File: src/design/mfrb_pkg.sv
`timescale 1ns / 1ps

package mfrb_pkg;

  // Fixed field widths of the bus word
  localparam int OPCODE_W = 1;
  localparam int OFFSET_W = 8;
  localparam int WORD_W   = 32;
  localparam int STATUS_W = 2;
  localparam int REG_W    = 8;
  // Channel index wide enough for the largest channel count
  localparam int CH_IDX_W = 3;

  // Register map (byte offsets)
  localparam logic [OFFSET_W-1:0] OFF_ENABLE  = 8'h20;
  localparam logic [OFFSET_W-1:0] OFF_PENDING = 8'h24;
  localparam logic [OFFSET_W-1:0] OFF_FSTAT   = 8'h50;
  localparam logic [OFFSET_W-1:0] OFF_COUNT   = 8'h60;
  localparam logic [OFFSET_W-1:0] OFF_DATA    = 8'h70;

  // Only even pending/enable bits drive the interrupt
  localparam logic [REG_W-1:0] EVEN_MASK = 8'h55;
  // Channels that own a reception-pending bit
  localparam int RX_CHANNELS = 4;

  localparam logic OP_READ  = 1'b0;
  localparam logic OP_WRITE = 1'b1;

  typedef enum logic [STATUS_W-1:0] {
    ST_OK,
    ST_FULL,
    ST_EMPTY,
    ST_UNMAPPED
  } status_e;

  typedef enum logic [2:0] {
    KIND_ENABLE,
    KIND_PENDING,
    KIND_FSTAT,
    KIND_COUNT,
    KIND_DATA,
    KIND_UNMAPPED
  } kind_e;

  // Decoded access handed from the front to the back
  typedef struct packed {
    kind_e               kind;
    logic                is_write;
    logic [CH_IDX_W-1:0] channel;
    logic [WORD_W-1:0]   write_data;
  } cmd_t;

endpackage

File: src/design/mfrb_intf.sv
`timescale 1ns / 1ps

interface mfrb_req_if;
  logic                             valid;
  logic                             ready;
  logic [mfrb_pkg::OPCODE_W-1:0]    opcode;
  logic [mfrb_pkg::OFFSET_W-1:0]    reg_offset;
  logic [mfrb_pkg::WORD_W-1:0]      write_data;

  modport source (output valid, opcode, reg_offset, write_data, input ready);
  modport sink   (input valid, opcode, reg_offset, write_data, output ready);
endinterface

interface mfrb_rsp_if;
  logic                             valid;
  logic                             ready;
  logic [mfrb_pkg::WORD_W-1:0]      read_data;
  logic                             irq_line;
  logic [mfrb_pkg::STATUS_W-1:0]    access_status;

  modport source (output valid, read_data, irq_line, access_status, input ready);
  modport sink   (input valid, read_data, irq_line, access_status, output ready);
endinterface

File: src/design/mfrb_sram.sv
`timescale 1ns / 1ps

module mfrb_sram #(
  parameter int WIDTH = 32,
  parameter int DEPTH = 32
) (
  input  logic                     clk_i,
  input  logic                     en_i,
  input  logic                     we_i,
  input  logic [$clog2(DEPTH)-1:0] addr_i,
  input  logic [WIDTH-1:0]         wdata_i,
  output logic [WIDTH-1:0]         rdata_o
);

  logic [WIDTH-1:0] mem_q [DEPTH];
  logic [WIDTH-1:0] rdata_q;

  // Write when enabled with we_i set, register read data when enabled without it
  always_ff @(posedge clk_i) begin
    if (en_i) begin
      if (we_i) begin
        mem_q[addr_i] <= wdata_i;
      end else begin
        rdata_q <= mem_q[addr_i];
      end
    end
  end

  assign rdata_o = rdata_q;

endmodule

File: src/design/mfrb_front.sv
`timescale 1ns / 1ps

module mfrb_front #(
  parameter int CHANNELS = 4
) (
  mfrb_req_if.sink         req_i,
  output logic             push_valid_o,
  output mfrb_pkg::cmd_t   push_cmd_o,
  input  logic             push_ready_i
);

  localparam int OFFSET_W = mfrb_pkg::OFFSET_W;
  localparam int CH_IDX_W = mfrb_pkg::CH_IDX_W;
  localparam logic [OFFSET_W-3:0] CH_LIMIT = (OFFSET_W-2)'(CHANNELS);

  logic [OFFSET_W-1:0] d_fstat;
  logic [OFFSET_W-1:0] d_count;
  logic [OFFSET_W-1:0] d_data;
  logic                hit_fstat;
  logic                hit_count;
  logic                hit_data;

  // Distance from each per-channel bank base
  assign d_fstat = req_i.reg_offset - mfrb_pkg::OFF_FSTAT;
  assign d_count = req_i.reg_offset - mfrb_pkg::OFF_COUNT;
  assign d_data  = req_i.reg_offset - mfrb_pkg::OFF_DATA;

  // A bank hits on an aligned offset inside its channel range
  assign hit_fstat = (req_i.reg_offset >= mfrb_pkg::OFF_FSTAT) && (d_fstat[1:0] == 2'b00)
                     && (d_fstat[OFFSET_W-1:2] < CH_LIMIT);
  assign hit_count = (req_i.reg_offset >= mfrb_pkg::OFF_COUNT) && (d_count[1:0] == 2'b00)
                     && (d_count[OFFSET_W-1:2] < CH_LIMIT);
  assign hit_data  = (req_i.reg_offset >= mfrb_pkg::OFF_DATA) && (d_data[1:0] == 2'b00)
                     && (d_data[OFFSET_W-1:2] < CH_LIMIT);

  // Classify the access; earlier banks win on overlap
  always_comb begin
    push_cmd_o.is_write   = (req_i.opcode == mfrb_pkg::OP_WRITE);
    push_cmd_o.write_data = req_i.write_data;
    push_cmd_o.channel    = '0;
    if (req_i.reg_offset == mfrb_pkg::OFF_ENABLE) begin
      push_cmd_o.kind = mfrb_pkg::KIND_ENABLE;
    end else if (req_i.reg_offset == mfrb_pkg::OFF_PENDING) begin
      push_cmd_o.kind = mfrb_pkg::KIND_PENDING;
    end else if (hit_fstat) begin
      push_cmd_o.kind    = mfrb_pkg::KIND_FSTAT;
      push_cmd_o.channel = d_fstat[CH_IDX_W+1:2];
    end else if (hit_count) begin
      push_cmd_o.kind    = mfrb_pkg::KIND_COUNT;
      push_cmd_o.channel = d_count[CH_IDX_W+1:2];
    end else if (hit_data) begin
      push_cmd_o.kind    = mfrb_pkg::KIND_DATA;
      push_cmd_o.channel = d_data[CH_IDX_W+1:2];
    end else begin
      push_cmd_o.kind = mfrb_pkg::KIND_UNMAPPED;
    end
  end

  assign push_valid_o = req_i.valid;
  assign req_i.ready  = push_ready_i;

endmodule

File: src/design/mfrb_cmd_queue.sv
`timescale 1ns / 1ps

module mfrb_cmd_queue (
  input  logic             clk_i,
  input  logic             rst_ni,
  input  logic             push_valid_i,
  output logic             push_ready_o,
  input  mfrb_pkg::cmd_t   push_cmd_i,
  output logic             pop_valid_o,
  input  logic             pop_ready_i,
  output mfrb_pkg::cmd_t   pop_cmd_o
);

  localparam int          DEPTH = 2;
  localparam logic [1:0]  COUNT_FULL = 2'(DEPTH);

  mfrb_pkg::cmd_t entries_q [DEPTH];
  logic           wr_idx_q;
  logic           rd_idx_q;
  logic [1:0]     count_q;
  logic           push;
  logic           pop;

  assign push_ready_o = (count_q != COUNT_FULL);
  assign pop_valid_o  = (count_q != 2'd0);
  assign push         = push_valid_i && push_ready_o;
  assign pop          = pop_valid_o && pop_ready_i;
  assign pop_cmd_o    = entries_q[rd_idx_q];

  // Advance pointers and occupancy
  always_ff @(posedge clk_i or negedge rst_ni) begin
    if (!rst_ni) begin
      wr_idx_q <= 1'b0;
      rd_idx_q <= 1'b0;
      count_q  <= 2'd0;
    end else begin
      if (push) begin
        wr_idx_q <= ~wr_idx_q;
      end
      if (pop) begin
        rd_idx_q <= ~rd_idx_q;
      end
      if (push && !pop) begin
        count_q <= count_q + 2'd1;
      end else if (pop && !push) begin
        count_q <= count_q - 2'd1;
      end
    end
  end

  // Store the incoming word
  always_ff @(posedge clk_i) begin
    if (push) begin
      entries_q[wr_idx_q] <= push_cmd_i;
    end
  end

endmodule

File: src/design/mfrb_back.sv
`timescale 1ns / 1ps

module mfrb_back #(
  parameter int CHANNELS   = 4,
  parameter int FIFO_DEPTH = 8,
  parameter int DATA_WIDTH = 32
) (
  input  logic             clk_i,
  input  logic             rst_ni,
  input  logic             pop_valid_i,
  output logic             pop_ready_o,
  input  mfrb_pkg::cmd_t   cmd_i,
  mfrb_rsp_if.source       rsp_o
);

  localparam int WORD_W   = mfrb_pkg::WORD_W;
  localparam int REG_W    = mfrb_pkg::REG_W;
  localparam int CH_IDX_W = mfrb_pkg::CH_IDX_W;
  localparam int PTR_W    = $clog2(FIFO_DEPTH);
  localparam int CNT_W    = $clog2(FIFO_DEPTH + 1);
  localparam int ENTRIES  = CHANNELS * (2 ** PTR_W);
  localparam int ADDR_W   = $clog2(ENTRIES);
  localparam int RX_CH    = (CHANNELS < mfrb_pkg::RX_CHANNELS) ? CHANNELS
                                                               : mfrb_pkg::RX_CHANNELS;
  localparam logic [CNT_W-1:0] CNT_FULL = CNT_W'(FIFO_DEPTH);
  localparam logic [PTR_W-1:0] PTR_LAST = PTR_W'(FIFO_DEPTH - 1);

  // Per-channel FIFO bookkeeping and interrupt registers
  logic [PTR_W-1:0] rd_ptr_q [CHANNELS];
  logic [PTR_W-1:0] rd_ptr_d [CHANNELS];
  logic [PTR_W-1:0] wr_ptr_q [CHANNELS];
  logic [PTR_W-1:0] wr_ptr_d [CHANNELS];
  logic [CNT_W-1:0] cnt_q    [CHANNELS];
  logic [CNT_W-1:0] cnt_d    [CHANNELS];
  logic [REG_W-1:0] enable_q;
  logic [REG_W-1:0] enable_d;
  logic [REG_W-1:0] pending_q;
  logic [REG_W-1:0] pending_d;

  // Result register
  logic                          out_valid_q;
  logic [WORD_W-1:0]             read_data_q;
  logic [WORD_W-1:0]             read_data_d;
  logic                          use_ram_q;
  logic                          use_ram_d;
  logic                          irq_q;
  logic                          irq_d;
  mfrb_pkg::status_e             status_q;
  mfrb_pkg::status_e             status_d;

  logic                          fire;
  logic [PTR_W-1:0]              rd_sel;
  logic [PTR_W-1:0]              wr_sel;
  logic [CNT_W-1:0]              cnt_sel;
  logic                          full;
  logic                          empty;
  logic                          push;
  logic                          pop;
  logic [CH_IDX_W+PTR_W-1:0]     addr_full;
  logic [ADDR_W-1:0]             ram_addr;
  logic [DATA_WIDTH+WORD_W-1:0]  wr_ext;
  logic [DATA_WIDTH+WORD_W-1:0]  rd_ext;
  logic [DATA_WIDTH-1:0]         ram_rdata;
  logic [RX_CH-1:0]              pend_gap;

  assign pop_ready_o = !out_valid_q || rsp_o.ready;
  assign fire        = pop_valid_i && pop_ready_o;

  // Pick the addressed channel's pointers and count
  always_comb begin
    rd_sel  = '0;
    wr_sel  = '0;
    cnt_sel = '0;
    for (int c = 0; c < CHANNELS; c++) begin
      if (cmd_i.channel == CH_IDX_W'(c)) begin
        rd_sel  = rd_ptr_q[c];
        wr_sel  = wr_ptr_q[c];
        cnt_sel = cnt_q[c];
      end
    end
  end

  assign full  = (cnt_sel == CNT_FULL);
  assign empty = (cnt_sel == '0);
  assign push  = fire && (cmd_i.kind == mfrb_pkg::KIND_DATA) && cmd_i.is_write && !full;
  assign pop   = fire && (cmd_i.kind == mfrb_pkg::KIND_DATA) && !cmd_i.is_write && !empty;

  assign addr_full = {cmd_i.channel, (cmd_i.is_write ? wr_sel : rd_sel)};
  assign ram_addr  = addr_full[ADDR_W-1:0];
  assign wr_ext    = {{DATA_WIDTH{1'b0}}, cmd_i.write_data};

  mfrb_sram #(
    .WIDTH (DATA_WIDTH),
    .DEPTH (ENTRIES)
  ) u_store (
    .clk_i   (clk_i),
    .en_i    (push || pop),
    .we_i    (push),
    .addr_i  (ram_addr),
    .wdata_i (wr_ext[DATA_WIDTH-1:0]),
    .rdata_o (ram_rdata)
  );

  // Carry out the access at the head of the queue
  always_comb begin
    rd_ptr_d    = rd_ptr_q;
    wr_ptr_d    = wr_ptr_q;
    cnt_d       = cnt_q;
    enable_d    = enable_q;
    pending_d   = pending_q;
    read_data_d = '0;
    use_ram_d   = 1'b0;
    status_d    = mfrb_pkg::ST_OK;
    if (fire) begin
      case (cmd_i.kind)
        mfrb_pkg::KIND_ENABLE: begin
          if (cmd_i.is_write) begin
            enable_d = cmd_i.write_data[REG_W-1:0];
          end else begin
            read_data_d = WORD_W'(enable_q);
          end
        end
        mfrb_pkg::KIND_PENDING: begin
          if (cmd_i.is_write) begin
            // Clear a pending bit only once its FIFO has drained
            for (int c = 0; c < RX_CH; c++) begin
              if (cmd_i.write_data[2*c] && (cnt_q[c] == '0)) begin
                pending_d[2*c] = 1'b0;
              end
            end
          end else begin
            read_data_d = WORD_W'(pending_q);
          end
        end
        mfrb_pkg::KIND_FSTAT: begin
          if (!cmd_i.is_write) begin
            read_data_d = WORD_W'(full);
          end
        end
        mfrb_pkg::KIND_COUNT: begin
          if (!cmd_i.is_write) begin
            read_data_d = WORD_W'(cnt_sel);
          end
        end
        mfrb_pkg::KIND_DATA: begin
          if (cmd_i.is_write) begin
            if (full) begin
              status_d = mfrb_pkg::ST_FULL;
            end
          end else if (empty) begin
            status_d = mfrb_pkg::ST_EMPTY;
          end else begin
            use_ram_d = 1'b1;
          end
        end
        mfrb_pkg::KIND_UNMAPPED: begin
          status_d = mfrb_pkg::ST_UNMAPPED;
        end
        default: begin
          status_d = mfrb_pkg::ST_UNMAPPED;
        end
      endcase
    end

    // Advance the addressed FIFO
    for (int c = 0; c < CHANNELS; c++) begin
      if (cmd_i.channel == CH_IDX_W'(c)) begin
        if (push) begin
          wr_ptr_d[c] = (wr_ptr_q[c] == PTR_LAST) ? '0 : wr_ptr_q[c] + PTR_W'(1);
          cnt_d[c]    = cnt_q[c] + CNT_W'(1);
        end
        if (pop) begin
          rd_ptr_d[c] = (rd_ptr_q[c] == PTR_LAST) ? '0 : rd_ptr_q[c] + PTR_W'(1);
          cnt_d[c]    = cnt_q[c] - CNT_W'(1);
        end
      end
    end

    // A push marks reception pending
    for (int c = 0; c < RX_CH; c++) begin
      if (push && (cmd_i.channel == CH_IDX_W'(c))) begin
        pending_d[2*c] = 1'b1;
      end
    end

    irq_d = |(enable_d & pending_d & mfrb_pkg::EVEN_MASK);
  end

  // Hold FIFO state, the enable and pending registers and the result valid flag
  always_ff @(posedge clk_i or negedge rst_ni) begin
    if (!rst_ni) begin
      for (int c = 0; c < CHANNELS; c++) begin
        rd_ptr_q[c] <= '0;
        wr_ptr_q[c] <= '0;
        cnt_q[c]    <= '0;
      end
      enable_q    <= '0;
      pending_q   <= '0;
      out_valid_q <= 1'b0;
    end else begin
      rd_ptr_q  <= rd_ptr_d;
      wr_ptr_q  <= wr_ptr_d;
      cnt_q     <= cnt_d;
      enable_q  <= enable_d;
      pending_q <= pending_d;
      if (fire) begin
        out_valid_q <= 1'b1;
      end else if (rsp_o.ready) begin
        out_valid_q <= 1'b0;
      end
    end
  end

  // Load the result word
  always_ff @(posedge clk_i) begin
    if (fire) begin
      read_data_q <= read_data_d;
      use_ram_q   <= use_ram_d;
      irq_q       <= irq_d;
      status_q    <= status_d;
    end
  end

  // Popped words come straight from the store's read register
  assign rd_ext              = {{WORD_W{1'b0}}, ram_rdata};
  assign rsp_o.valid         = out_valid_q;
  assign rsp_o.read_data     = use_ram_q ? rd_ext[WORD_W-1:0] : read_data_q;
  assign rsp_o.irq_line      = irq_q;
  assign rsp_o.access_status = status_q;

  // Flag a channel that holds words but has lost its pending bit
  always_comb begin
    pend_gap = '0;
    for (int c = 0; c < RX_CH; c++) begin
      pend_gap[c] = (cnt_q[c] != '0) && !pending_q[2*c];
    end
  end

  a_fire_loads: assert property (@(posedge clk_i) disable iff (!rst_ni)
    fire |=> out_valid_q)
    else $error("executed access did not produce a result");

  a_ram_hold: assert property (@(posedge clk_i) disable iff (!rst_ni)
    out_valid_q && !rsp_o.ready && use_ram_q |=> $stable(ram_rdata))
    else $error("popped word changed while the result was stalled");

  a_pending_set: assert property (@(posedge clk_i) disable iff (!rst_ni)
    pend_gap == '0)
    else $error("non-empty channel without pending bit");

  a_odd_clear: assert property (@(posedge clk_i) disable iff (!rst_ni)
    (pending_q & ~mfrb_pkg::EVEN_MASK) == '0)
    else $error("odd pending bit set");

endmodule

File: src/design/mailbox_fifo_register_block.sv
// Four-channel mailbox register block with an 8-word FIFO per channel.
// req_i carries one bus access per word (opcode, reg_offset, write_data);
// rsp_o returns exactly one result word per access (read_data, irq_line,
// access_status), in order. Both channels handshake on valid and ready.
// An accepted access is written into the command queue; the execute stage
// then takes it from the head of the queue and loads the result register,
// which drives rsp_o.
// Throughput: one access per cycle sustained while rsp_o is ready; the execute
// stage updates the pointers, counts and the message store port once per cycle.
// A stalled receiver holds the result register; the two-entry command queue
// keeps taking accesses until it fills, then req_i.ready drops.
// Reset clears all FIFO pointers and counts, the enable and pending
// registers, the queue and the result valid flag. The message store itself
// is not cleared, since a pop only reads words that were pushed.
// irq_line reflects enable and pending state right after each access.
`timescale 1ns / 1ps

module mailbox_fifo_register_block #(
  parameter int CHANNELS   = 4,
  parameter int FIFO_DEPTH = 8,
  parameter int DATA_WIDTH = 32
) (
  input  logic        clk_i,
  input  logic        rst_ni,
  mfrb_req_if.sink    req_i,
  mfrb_rsp_if.source  rsp_o
);

  logic           push_valid;
  logic           push_ready;
  mfrb_pkg::cmd_t push_cmd;
  logic           pop_valid;
  logic           pop_ready;
  mfrb_pkg::cmd_t pop_cmd;

  mfrb_front #(
    .CHANNELS (CHANNELS)
  ) u_front (
    .req_i        (req_i),
    .push_valid_o (push_valid),
    .push_cmd_o   (push_cmd),
    .push_ready_i (push_ready)
  );

  mfrb_cmd_queue u_queue (
    .clk_i        (clk_i),
    .rst_ni       (rst_ni),
    .push_valid_i (push_valid),
    .push_ready_o (push_ready),
    .push_cmd_i   (push_cmd),
    .pop_valid_o  (pop_valid),
    .pop_ready_i  (pop_ready),
    .pop_cmd_o    (pop_cmd)
  );

  mfrb_back #(
    .CHANNELS   (CHANNELS),
    .FIFO_DEPTH (FIFO_DEPTH),
    .DATA_WIDTH (DATA_WIDTH)
  ) u_back (
    .clk_i       (clk_i),
    .rst_ni      (rst_ni),
    .pop_valid_i (pop_valid),
    .pop_ready_o (pop_ready),
    .cmd_i       (pop_cmd),
    .rsp_o       (rsp_o)
  );

endmodule

File: src/flat_wrapper.sv
// flat-port wrapper written by rule: the top's interface ports become plain ports
module mailbox_fifo_register_block_flat 
#(
  parameter int CHANNELS   = 4,
  parameter int FIFO_DEPTH = 8,
  parameter int DATA_WIDTH = 32
)
  (clk_i, rst_ni, req_i_valid, req_i_opcode, req_i_reg_offset, req_i_write_data, req_i_ready, rsp_o_valid, rsp_o_read_data, rsp_o_irq_line, rsp_o_access_status, rsp_o_ready);
  mfrb_req_if req_i_i ();
  mfrb_rsp_if rsp_o_i ();
  input  logic clk_i;
  input  logic rst_ni;
  input wire logic [$bits(req_i_i.valid)-1:0] req_i_valid;
  input wire logic [$bits(req_i_i.opcode)-1:0] req_i_opcode;
  input wire logic [$bits(req_i_i.reg_offset)-1:0] req_i_reg_offset;
  input wire logic [$bits(req_i_i.write_data)-1:0] req_i_write_data;
  output wire logic [$bits(req_i_i.ready)-1:0] req_i_ready;
  output wire logic [$bits(rsp_o_i.valid)-1:0] rsp_o_valid;
  output wire logic [$bits(rsp_o_i.read_data)-1:0] rsp_o_read_data;
  output wire logic [$bits(rsp_o_i.irq_line)-1:0] rsp_o_irq_line;
  output wire logic [$bits(rsp_o_i.access_status)-1:0] rsp_o_access_status;
  input wire logic [$bits(rsp_o_i.ready)-1:0] rsp_o_ready;
  assign req_i_i.valid = req_i_valid;
  assign req_i_i.opcode = req_i_opcode;
  assign req_i_i.reg_offset = req_i_reg_offset;
  assign req_i_i.write_data = req_i_write_data;
  assign req_i_ready = req_i_i.ready;
  assign rsp_o_valid = rsp_o_i.valid;
  assign rsp_o_read_data = rsp_o_i.read_data;
  assign rsp_o_irq_line = rsp_o_i.irq_line;
  assign rsp_o_access_status = rsp_o_i.access_status;
  assign rsp_o_i.ready = rsp_o_ready;
  mailbox_fifo_register_block #(.CHANNELS(CHANNELS), .FIFO_DEPTH(FIFO_DEPTH), .DATA_WIDTH(DATA_WIDTH)) u_core (.clk_i(clk_i), .rst_ni(rst_ni), .req_i(req_i_i), .rsp_o(rsp_o_i));
endmodule
File: config.mk
export PLATFORM = sky130hd
export DESIGN_NAME = mailbox_fifo_register_block_flat
export DESIGN_NICKNAME = d
export VERILOG_FILES = /design/src/design/mfrb_pkg.sv /design/src/design/mfrb_intf.sv /design/src/design/mfrb_sram.sv /design/src/design/mfrb_front.sv /design/src/design/mfrb_cmd_queue.sv /design/src/design/mfrb_back.sv /design/src/design/mailbox_fifo_register_block.sv /design/src/flat_wrapper.sv
export SDC_FILE = /design/constraint.sdc
export NUM_CORES = 1
export LEC_CHECK = 0
export ABC_CLOCK_PERIOD_IN_PS = 15500
export BUFFER_PORTS_ARGS = -buffer_cell sky130_fd_sc_hd__buf_4
export CELL_PAD_IN_SITES_DETAIL_PLACEMENT = 0
export CELL_PAD_IN_SITES_GLOBAL_PLACEMENT = 1
export CORE_MARGIN = 5
export CORE_UTILIZATION = 40
export CTS_BUF_LIST = sky130_fd_sc_hd__clkbuf_2 sky130_fd_sc_hd__clkbuf_4 sky130_fd_sc_hd__clkbuf_8
export CTS_CLUSTER_DIAMETER = 150
export DETAILED_ROUTE_END_ITERATION = 6
export GPL_ROUTABILITY_DRIVEN = 0
export PLACE_DENSITY = 0.65
export SLEW_MARGIN = 10
export SYNTH_ARGS = -nofsm -noshare
export SYNTH_HDL_FRONTEND = slang
export SYNTH_SLANG_ARGS = --single-unit
File: constraint.sdc
create_clock -name clk_i -period 15.5 [get_ports clk_i]
set_clock_uncertainty 0.2 [all_clocks]
set_input_delay 1.55 -clock clk_i [delete_from_list [all_inputs] [get_ports clk_i]]
set_output_delay 1.55 -clock clk_i [all_outputs]
set_load 0.05 [all_outputs]
After elaboration in Yosys (flattened, before gate mapping)

Memories as Yosys holds them, arrays and structs flattened. A register that Yosys moved wholly into a read port is not among the register bits.
Index checks and enable logic that the tools add are counted.
W data, S select, Z words.

Add/sub/neg operators: 21
Order comparisons: 6
Eq/ne operators: 19
Multiplexer cells: 82
Bitwise logic cells: 5
Reductions and logical operators: 61

Operator list:

| operator              | count |
|---|---|
| $mux W3               | 26 |
| $mux W4               | 13 |
| $mux W32              | 1 |
| $mux W8               | 4 |
| $pmux W8 S4           | 1 |
| $mux W1               | 31 |
| $eq A3 B3 Y1 const B  | 9 |
| $reduce_and A2 Y1     | 13 |
| $add A3 B1 Y3 const B | 8 |
| $ge A8 B7 Y1 const B  | 3 |
| $sub A8 B7 Y8 const B | 3 |
| $logic_and A1 B1 Y1   | 23 |
| $logic_not A4 Y1      | 5 |
| $lt A6 B3 Y1 const B  | 3 |
| $add A4 B1 Y4 const B | 4 |
| $eq A8 B6 Y1 const B  | 2 |
| $sub A4 B1 Y4 const B | 4 |
| $eq A3 B2 Y1 const B  | 4 |
| $mux W2               | 4 |
| $reduce_bool A2 Y1    | 4 |
| $reduce_or A4 Y1      | 2 |
| $and A7 B7 Y7         | 1 |
| $mux W7               | 1 |
| $eq A3 B1 Y1 const B  | 2 |
| other kinds (11)      | 23 |

Register bits: 93
Memory bits (writable): 1102
Output and inout bits: 37
Word-level logic and storage cells: 218
Memories: 2

Memories:

| memory                      | words | width | rd ports | clocked after memory_dff | write ports | RTL line             | source |
|---|---|---|---|---|---|---|---|
| u_core.u_back.u_store.mem_q | 32    | 32    | 1        | 1                        | 1           | mfrb_sram.sv:15      | `logic [WIDTH-1:0] mem_q [DEPTH];` |
| u_core.u_queue.entries_q    | 2     | 39    | 1        | 0                        | 1           | mfrb_cmd_queue.sv:17 | `mfrb_pkg::cmd_t entries_q [DEPTH];` |

Logic depth before layout (Yosys ltp)

Gate-level depths: netlist (run 1).
An unclocked memory read counts as a cell.

Depth after elaboration: 13
Depth in mapped cells: 16
Mapped depth without buffers: 12

Cells and area by module

A second synthesis (run 1) with hierarchy kept.

Cell total of the unflattened synthesis: 2680
Area total of the unflattened synthesis: 47829.6 µm²

By module, submodules not included:

| module         | instances | cells each | area an instance (µm²) |
|---|---|---|---|
| mfrb_sram      | 1         | 2111       | 40062.2 |
| mfrb_back      | 1         | 361        | 4231.6 |
| mfrb_cmd_queue | 1         | 139        | 3032.9 |
| mfrb_front     | 1         | 69         | 503.0 |

Worst setup path before layout (run 1)

Ideal clock, no wire load.

Path kind: input -> register
Start point: input rsp_o_ready
End point: memory u_core.u_back.u_store.mem_q[13][0], enable pin
Arrival time: 5.689 ns
Slack: 9.109 ns
Stages: 7
Path through: nand2b_1 > o21ai_1 > a2111o_1 > buf_2 > buf_6 > buf_6 > nor4_1

Longest elaborated chain between the ends: 8

RTL lines:

| element                                                     | RTL line                         | source |
|---|---|---|
| from (decl)                                                 | flat_wrapper.sv:22               | `input wire logic [$bits(rsp_o_i.ready)-1:0] rsp_o_ready;` |
| $logic_or A1 B1 Y1 (*)                                      | mfrb_back.sv:66                  | `assign pop_ready_o = !out_valid_q \|\| rsp_o.ready;` |
| $logic_and A1 B1 Y1 (*)                                     | mfrb_back.sv:67                  | `assign fire = pop_valid_i && pop_ready_o;` |
| $logic_and A1 B1 Y1 (*)                                     | mfrb_back.sv:85, mfrb_back.sv:86 |  |
| $logic_and A1 B1 Y1, on equally long branches (2 in series) | mfrb_back.sv:85, mfrb_back.sv:86 |  |
| $mux W1 / $logic_or A1 B1 Y1 (equally long branches)        | mfrb_sram.sv:21, mfrb_back.sv:97 |  |
| $mux W1 (*)                                                 | mfrb_sram.sv:20                  | `if (en_i) begin` |
| $mux W1 (implied by the code) (*)                           | mfrb_sram.sv:22                  | `mem_q[addr_i] <= wdata_i;` |
| to (decl)                                                   | mfrb_sram.sv:15                  |  |

Mark *: on every way between the ends. The rest lies on a longest branch, timed or not.

Worst setup path after layout (run 1)

Start point: register u_core.u_queue.rd_idx_q
End point: register u_core.u_back.u_store.rdata_q[20], in the netlist u_core.u_back.u_store.rdata_o[20] (read register of u_core.u_back.u_store.mem_q), data pin

Longest elaborated chain between the ends: 11

RTL lines:

| element                                                 | RTL line                         | source |
|---|---|---|
| from (decl)                                             | mfrb_cmd_queue.sv:19             | `logic rd_idx_q;` |
| from (signal assigned)                                  | mfrb_cmd_queue.sv:41             | `rd_idx_q <= ~rd_idx_q;` |
| $mem_v2 Z2 W39 (*)                                      | --                               |  |
| $logic_not A3 Y1                                        | mfrb_back.sv:75                  | `if (cmd_i.channel == CH_IDX_W'(c)) begin` |
| $mux W4 (4 in series)                                   | mfrb_back.sv:75                  |  |
| $eq A4 B4 Y1 / $logic_not A4 Y1 (equally long branches) | mfrb_back.sv:83, mfrb_back.sv:84 |  |
| $logic_not A1 Y1, on equally long branches              | mfrb_back.sv:85, mfrb_back.sv:86 |  |
| $logic_and A1 B1 Y1, on equally long branches           | mfrb_back.sv:85, mfrb_back.sv:86 |  |
| $logic_or A1 B1 Y1 / $not A1 Y1 (equally long branches) | --                               |  |
| $reduce_and A2 Y1 (no source line)                      | --                               |  |
| to (decl)                                               | mfrb_sram.sv:16                  | `logic [WIDTH-1:0] rdata_q;` |

Marked as above.
A chain may end at the register's enable or synchronous reset.

==> results by group, run 1 <==
Yosys
  – Mapped Cells: 2,961
  – Post-synthesis sequential area ratio: 74.9%
  – FF+latch count, synth: 1,203
  – Mapped Area: 47,900 um2
  – Mean post-synth cell area: 16.2 um2
  – Warnings from Yosys: 0
  – Dominant cell type by area after synthesis: edfxtp_1
  – Ys async rst share: 4.74%
  – Synth unique cells: 69
  – Top-area cell type share of the netlist area: 71.9%
  – Commonest cells in the netlist: 1,146 x edfxtp_1, 435 x nand2_1, 312 x mux2i_1
  – Leading register cell type out of synthesis: edfxtp_1
  – Most common cell in the netlist: edfxtp_1
  – Post-synth EDFFs: 1,146
  – Largest cells by area after synthesis: edfxtp_1 72%, mux2i_1 6.5%, nand2_1 3.4%

GRT
  – First-pass GRT wire length: 187 mm
  – Largest net degree at the start of global routing: 143
  – GRT overflow: 0
  – Global-route usage over all layers: 20.4%
  – Antenna violations before repair: 6
  – Number of global-route vias before repair: 27,700

Floorplan
  – Full die area: 127,000 um2
  – Die Y: 356 um
  – Chip width: 356 um
  – Core footprint: 118,000 um2
  – Initial Util: 40.4%
  – Core Rows: 126
  – Num ports: 82

Worst setup path
  – Worst path slowest cell: buf_4
  – Startpoint Class: flop
  – Crit. End Element: flop
  – Worst path required time: 15.91 ns
  – CP Class: reg2reg
  – Worst-path maximum fanout: 119
  – CP Cell Sequence: buf_4 > nand4b_1 > and2_1 > o221ai_1 > mux2_8 > buf_12 > buf_4 > buf_4 > mux4_2 > a2111oi_2 > nand3_1
  – Critical path data arrival time: 7.29 ns
  – Max incr delay on CP: 0.87 ns
  – Most frequent CP cell: buf_4

Route
  – 1st-pass router iterations: 5
  – Vias per inst: 5.53
  – Iteration-0 DRC Markers: 2,380
  – Post-route ant nets: 0
  – Final wirelength: 131 mm
  – # DRC: 0
  – Vias: 27,100
  – Post-DR wirelength/cell: 26.6 um

Timing
  – Slew Limit Fails: 0
  – Slew margin rel.: 24.4%
  – # setup viols final: 0
  – Worst-margin pin slew: 1.13 ns
  – TNS Setup: 0 ns
  – Fmax: 145 MHz
  – RSZ-0062 raised after global routing: no
  – Final hold violations: 0
  – Period utilization: 44.4%
  – Final min period: 6.88 ns

Layout
  – Nets: 3,230
  – Layout Cells excl Fill: 4,906
  – Share of layout cells above drive strength 1: 19.2%
  – Post-route cell area: 54,300 um2
  – Area grow syn2layout: 13.4%

Clock tree
  – # clock sinks: 1,203
  – Hold Buf Count CTS: 0
  – Worst-Skew Late Latency: 0.90 ns
  – CTS tree: built
  – Postcts setup bufs: 0
  – CTS clk-pin slew, worst paths: 0.06 ns
  – Post-cts sizing count: 0
  – Clock root cell: clkbuf_8
  – Longest Clk Path Bufs: 3
  – CTS Buf Count: 187
  – H-tree depth: 4

Status
  – Status: finished clean

Placed design
  – Detail Placement HPWL: 73.0 mm
  – Post-Place Cells: 4,564
  – Placed Area: 50,600 um2
  – PortBufs: 81

Job
  – Max-Cap Viols: 0

Power and ir drop
  – Pwr dens: 162 nW/um2
  – Static Leak: 18.4 nW
  – Worst vdd ir: 88.9 uV

Worst hold path
  – Hold Crit Class: reg2reg
## where the power goes
| part | leakage, nW | internal, W | switching [W] | total [W] |
|---|---|---|---|---|
| registers | 11.1 | 0.00406 | 0.0000812 | 0.00414 |
| logic | 5.35 | 0.000584 | 0.00147 | 0.00206 |
| clock network | 1.93 | 0.00136 | 0.00124 | 0.00260 |
| total | 18.4 | 0.00601 | 0.00280 | 0.00880 |
## state kept, by name (all words and copies together), names as in the netlist
register                           cells
u_core.u_back.rd_ptr_q                12
u_core.u_queue.wr_idx_q                1
u_core.u_back.u_store.mem_q         1024
u_core.u_back.cnt_q                   16
u_core.u_back.rsp_o.valid              1
u_core.u_queue.count_q                 2
u_core.u_back.read_data_q              8
u_core.u_back.rsp_o.access_status      2
u_core.u_queue.rd_idx_q                1
u_core.u_back.enable_q                 8
u_core.u_back.use_ram_q                1
u_core.u_back.pending_q                4
u_core.u_back.rsp_o.irq_line           1
u_core.u_back.wr_ptr_q                12
u_core.u_queue.entries_q              78
u_core.u_back.u_store.rdata_o         32
## metal layers
layer / track usage [%] / up-vias / share of wire (%)
met5: 0 / - / 0.015
met4: 7.11 / 2 / 3.3
met3: 5.06 / 231 / 7.5
met2: 33.4 / 1075 / 48
met1: 26.7 / 13900 / 41
li1: - / 11900 / -
## cells in the final DEF (no fill, tap or decap), types with 5 or more instances in the layout
master	count
a2111oi_0	9
a2111oi_2	23
a21o_1	8
a21oi_1	134
a32oi_1	33
and2_1	29
buf_4	163
bufinv_16	6
clkbuf_4	50
clkbuf_8	187
clkinv_1	48
clkinv_2	33
dfrtp_1	56
edfxtp_1	1146
ha_1	27
inv_1	24
mux2_2	70
mux2i_1	310
mux4_2	28
nand2_1	435
nand2b_1	5
nand3_1	112
nand4_1	9
nor2_1	46
nor3_1	11
nor4_1	35
nor4_2	26
nor4_4	7
o21ai_0	15
o21ai_1	8
o22ai_1	98
o32ai_1	5
xnor2_1	12
xor2_1	7
## layout make-up
type	instances	area [um2]
fillers	10200	64100
repair buffers	166	1280
flip-flops and latches	1203	35800
multi-input cells	1571	11400
clock inverters	101	687
diodes	3	7.51
clock buffers	237	2950
well taps	1600	2000
inverters	25	93.8
## kinds of logic (layout without fill, tap and decap cells)
group,Yosys count,count (layout),synth area share (%)
flip-flops,1203,1203,74.9
AO/OA/AOI/OAI,363,363,5.15
multiplexers,418,418,9.81
XOR/XNOR,19,19,0.348
buffers and inverters,188,529,1.92
other,1,5,0.00784
adder cells (fa/ha/maj),31,31,0.873
AND/OR/NAND/NOR,738,738,6.99
## through the flow
step                      hold slack [ns]  worst slack, ns  total power, W  utilization, %
after floorplan                     0.245             9.11         0.00553               -
final                               0.291             8.62         0.00880            45.8
after global routing                0.306             8.18         0.00918            45.8
after global placement              0.269             8.66         0.00622            42.7
after detailed placement            0.280             8.55         0.00628            42.7
after CTS                           0.290             8.53         0.00887            45.8
## critical path, delay by kind of cell (launching register included)
family,cells,cell delay [ns]
simple gates,3,0.67
compound gates,2,0.80
flops,1,0.70
buf+inv,4,2.81
mux,2,1.23
## final timing paths
| check | start | to | slack (ns) | depth (start not counted) |
|---|---|---|---|---|
| max in group asynchronous | rst_ni | u_core.u_queue.rd_idx_q | 14.00 | 1 |
| worst min-delay path | u_core.u_back.cnt_q[3] | u_core.u_back.cnt_q[3] | 0.29 | 1 |
| worst max register to register | u_core.u_queue.rd_idx_q | u_core.u_back.u_store.rdata_o[20] | 8.62 | 11 |
| min in group asynchronous | rst_ni | u_core.u_queue.count_q[1] | 0.55 | 1 |
| worst min register to register | u_core.u_back.cnt_q[3] | u_core.u_back.cnt_q[3] | 0.29 | 1 |
| worst max-delay path | u_core.u_queue.rd_idx_q | u_core.u_back.u_store.rdata_o[20] | 8.62 | 11 |
(Power assumes the default switching activity.)
==> run 2, diff against run 1 <==
--- a/config.mk
+++ b/config.mk
@@ -5,7 +5,8 @@
 export SDC_FILE = /design/constraint.sdc
 export NUM_CORES = 1
 export LEC_CHECK = 0
-export ABC_CLOCK_PERIOD_IN_PS = 15500
+export ABC_AREA = 1
+export ABC_CLOCK_PERIOD_IN_PS = 6600
 export BUFFER_PORTS_ARGS = -buffer_cell sky130_fd_sc_hd__buf_4
 export CELL_PAD_IN_SITES_DETAIL_PLACEMENT = 0
 export CELL_PAD_IN_SITES_GLOBAL_PLACEMENT = 1
@@ -15,7 +16,7 @@
 export CTS_CLUSTER_DIAMETER = 150
 export DETAILED_ROUTE_END_ITERATION = 6
 export GPL_ROUTABILITY_DRIVEN = 0
-export PLACE_DENSITY = 0.65
+export PLACE_DENSITY = 0.68
 export SLEW_MARGIN = 10
 export SYNTH_ARGS = -nofsm -noshare
 export SYNTH_HDL_FRONTEND = slang
==> constraint.sdc (replaced) <==
create_clock -name clk_i -period 6.6 [get_ports clk_i]
set_clock_uncertainty 0.2 [all_clocks]
set_input_delay 0.66 -clock clk_i [delete_from_list [all_inputs] [get_ports clk_i]]
set_output_delay 0.66 -clock clk_i [all_outputs]
set_load 0.05 [all_outputs]
==> results by group, run 2 <==
GRT
  – Global-route usage over all layers: 22.0% (+1.6 points)
  – GRT overflow: 0 (unchanged)
  – Antenna violations before repair: 4 (-2)
  – First-pass GRT wire length: 231 mm (+23%)
  – Largest net degree at the start of global routing: 149 (+4.2%)
  – Number of global-route vias before repair: 35,600 (+28%)

Route
  – Post-DR wirelength/cell: 22.4 um (-16%)
  – Vias per inst: 5.12 (-7.4%)
  – Vias: 35,800 (+32%)
  – 1st-pass router iterations: 5 (unchanged)
  – Final wirelength: 157 mm (+20%)
  – Post-route ant nets: 0 (unchanged)
  – Iteration-0 DRC Markers: 3,231 (+36%)
  – # DRC: 0 (unchanged)

Timing
  – Slew Limit Fails: 0 (unchanged)
  – Fmax: 191 MHz (+31%)
  – TNS Setup: 0 ns (unchanged)
  – Slew margin rel.: 16.1% (-8.3 points)
  – # setup viols final: 0 (unchanged)
  – Final hold violations: 0 (unchanged)
  – RSZ-0062 raised after global routing: no
  – Period utilization: 79.4% (+35 points)
  – Worst-margin pin slew: 1.26 ns (+0.121 ns)
  – Final min period: 5.24 ns (-1.64 ns)

Clock tree
  – # clock sinks: 1,203 (unchanged)
  – CTS clk-pin slew, worst paths: 0.06 ns (about the same)
  – CTS Buf Count: 201 (+7.5%)
  – Postcts setup bufs: 0 (unchanged)
  – CTS tree: built
  – Hold Buf Count CTS: 43 (+43)
  – Worst-Skew Late Latency: 0.90 ns (about the same)
  – Post-cts sizing count: 0 (unchanged)
  – Clock root cell: clkbuf_8
  – Longest Clk Path Bufs: 3 (unchanged)
  – H-tree depth: 4 (unchanged)

Layout
  – Sequential cell area: 35,800 um2 (unchanged)
  – Final core occ: 45.3% (-0.51 points)
  – Most frequent cells in the layout: 2,459 x nand2_1, 1,146 x edfxtp_1, 381 x nand3_1
  – Largest Register: u_core.u_back.u_store.mem_q
  – Max reg flops: 1,024 (unchanged)
  – Commonest non-fill, non-tap cell in the layout: nand2_1
  – Multi-input gate area: 15,200 um2 (+33%)
  – Nets: 5,166 (+60%)
  – Area grow syn2layout: 12.5%
  – Share of layout cells above drive strength 1: 14.7% (-4.5 points)
  – Fill cell count: 12,300 (+20%)

Yosys
  – Dominant cell type by area after synthesis: edfxtp_1
  – Top-area cell type share of the netlist area: 64.9% (-7.0 points)
  – Mean post-synth cell area: 10.8 um2 (-33%)
  – FF+latch count, synth: 1,203 (unchanged)
  – Largest cells by area after synthesis: edfxtp_1 65%, nand2_1 17%, nand3_1 3.6%
  – Mapped Cells: 4,915 (+66%)
  – Synth unique cells: 51 (-26%)
  – Commonest cells in the netlist: 2,464 x nand2_1, 1,146 x edfxtp_1, 381 x nand3_1
  – Post-synth EDFFs: 1,146 (unchanged)
  – Leading register cell type out of synthesis: edfxtp_1
  – Ys async rst share: 4.74% (unchanged)
  – Most common cell in the netlist: nand2_1
  – Warnings from Yosys: 0 (unchanged)
  – Post-synthesis sequential area ratio: 67.6% (-7.3 points)
  – Mapped Area: 53,000 um2 (+11%)

Power and ir drop
  – Pwr dens: 517 nW/um2 (+220%)
  – Worst vdd ir: 525 uV (+490%)
  – Static Leak: 24.6 nW (+34%)

Floorplan
  – Chip width: 374 um (+5.1%)
  – Full die area: 140,000 um2 (+11%)
  – Num ports: 82 (unchanged)
  – Die Y: 374 um (+5.1%)
  – Initial Util: 40.3% (-0.12 points)
  – Core Rows: 133 (+5.6%)
  – Core footprint: 132,000 um2 (+11%)

Job
  – Max-Cap Viols: 0 (unchanged)

Worst hold path
  – Hold Crit Class: in2reg

Placed design
  – PortBufs: 81 (unchanged)
  – Detail Placement HPWL: 86.2 mm (+18%)

Worst setup path
  – CP Class: reg2reg
  – Worst path required time: 7.14 ns (-8.77 ns)
  – Worst-path maximum fanout: 68 (-43%)
  – Crit. End Element: flop
  – Critical path data arrival time: 5.78 ns (-1.51 ns)
  – Startpoint Class: flop

Status
  – Status: finished clean
[run 2: changes by cell type after synthesis, moves of 64 or more]
cell and change:
inv_1 +81, buf_6 +84, nand3_1 +269, nand3_2 +155, nand2_1 +2029, nor2_1 +93, buf_2 +69, mux2i_1 -312
a21oi_1 -124, o22ai_1 -98, mux2_2 -64
[run 2: report_power, final]
group / total (W) / internal [W] / switching, W
logic: 0.0142 / 0.00340 / 0.0108
registers: 0.0101 / 0.00991 / 0.000200
clock network: 0.00651 / 0.00347 / 0.00304
total: 0.0308 / 0.0168 / 0.0141
[run 2: layout make-up]
class	instances	area share (%)
timing repair buffer	237	3.54
sequential	1203	60.1
tap	1755	3.68
multi-input combinational	3334	25.4
antenna	1	0.00419
clock inverter	65	0.654
inverter	113	0.728
clock buffer	293	5.87
[run 2: cells by family after synthesis]
family,Yosys count,synth area share [%]
adders and majority gates,31,0.788
and+or+nand+nor,3198,25.8
AOI/OAI and AO/OA,83,0.948
xor gates and xnor gates,12,0.198
buffers and inverters,379,4.48
DFF,1203,67.6
other,1,0.00707
muxes,8,0.170
[run 2: worst paths after layout]
check                      slack, ns                                end                      start  depth (start not counted)
max                             1.36  u_core.u_back.u_store.rdata_o[30]    u_core.u_queue.rd_idx_q                         17
min                             0.14    u_core.u_queue.entries_q[0][37]        req_i_reg_offset[7]                          3
max reg2reg                     1.36  u_core.u_back.u_store.rdata_o[30]    u_core.u_queue.rd_idx_q                         17
min reg2reg                     0.29          u_core.u_queue.count_q[0]  u_core.u_queue.count_q[0]                          1
max in group asynchronous       5.38            u_core.u_queue.rd_idx_q                     rst_ni                          2
min in group asynchronous       0.22            u_core.u_back.cnt_q[10]                     rst_ni                          2
[run 2: layer usage]
| metal | global-route usage (%) | vias up | share of wire [%] |
|---|---|---|---|
| li1 | - | 16800 | - |
| met1 | 30.7 | 17600 | 44 |
| met2 | 34.7 | 1199 | 46 |
| met3 | 4.57 | 272 | 7.0 |
| met4 | 6.96 | 0 | 2.8 |
| met5 | 0 | - | 0 |
[run 2: per-stage QoR]
stage | power (W) | setup WS (ns) | hold WS, ns | instances | cell area, um2
after floorplan | 0.0207 | 2.02 | 0.164 | 4916 | 53000
after global placement | 0.0245 | 1.49 | 0.264 | 6599 | 55300
after detailed placement | 0.0245 | 1.46 | 0.276 | 6599 | 55300
after CTS | 0.0311 | 1.44 | 0.0369 | 7000 | 59700
after global routing | 0.0329 | 1.06 | 0.0979 | 7001 | 59700
final | 0.0308 | 1.36 | 0.136 | 7001 | 59700
[run 2: critical path: stages (launching register included)]
cell and delay, ns:
dfrtp_2 0.44, buf_4 0.45, nand2_1 0.12, nand2_2 0.34, inv_2 0.20, a21oi_2 0.26
nand2_8 0.31, nand2_8 0.61, buf_4 0.62, buf_4 0.72, nand2_1 0.13, nand2_1 0.10
nand2_1 0.05, nand2_1 0.09, nand2_1 0.05, nand2_1 0.09, nor2_1 0.06, nand2_1 0.06
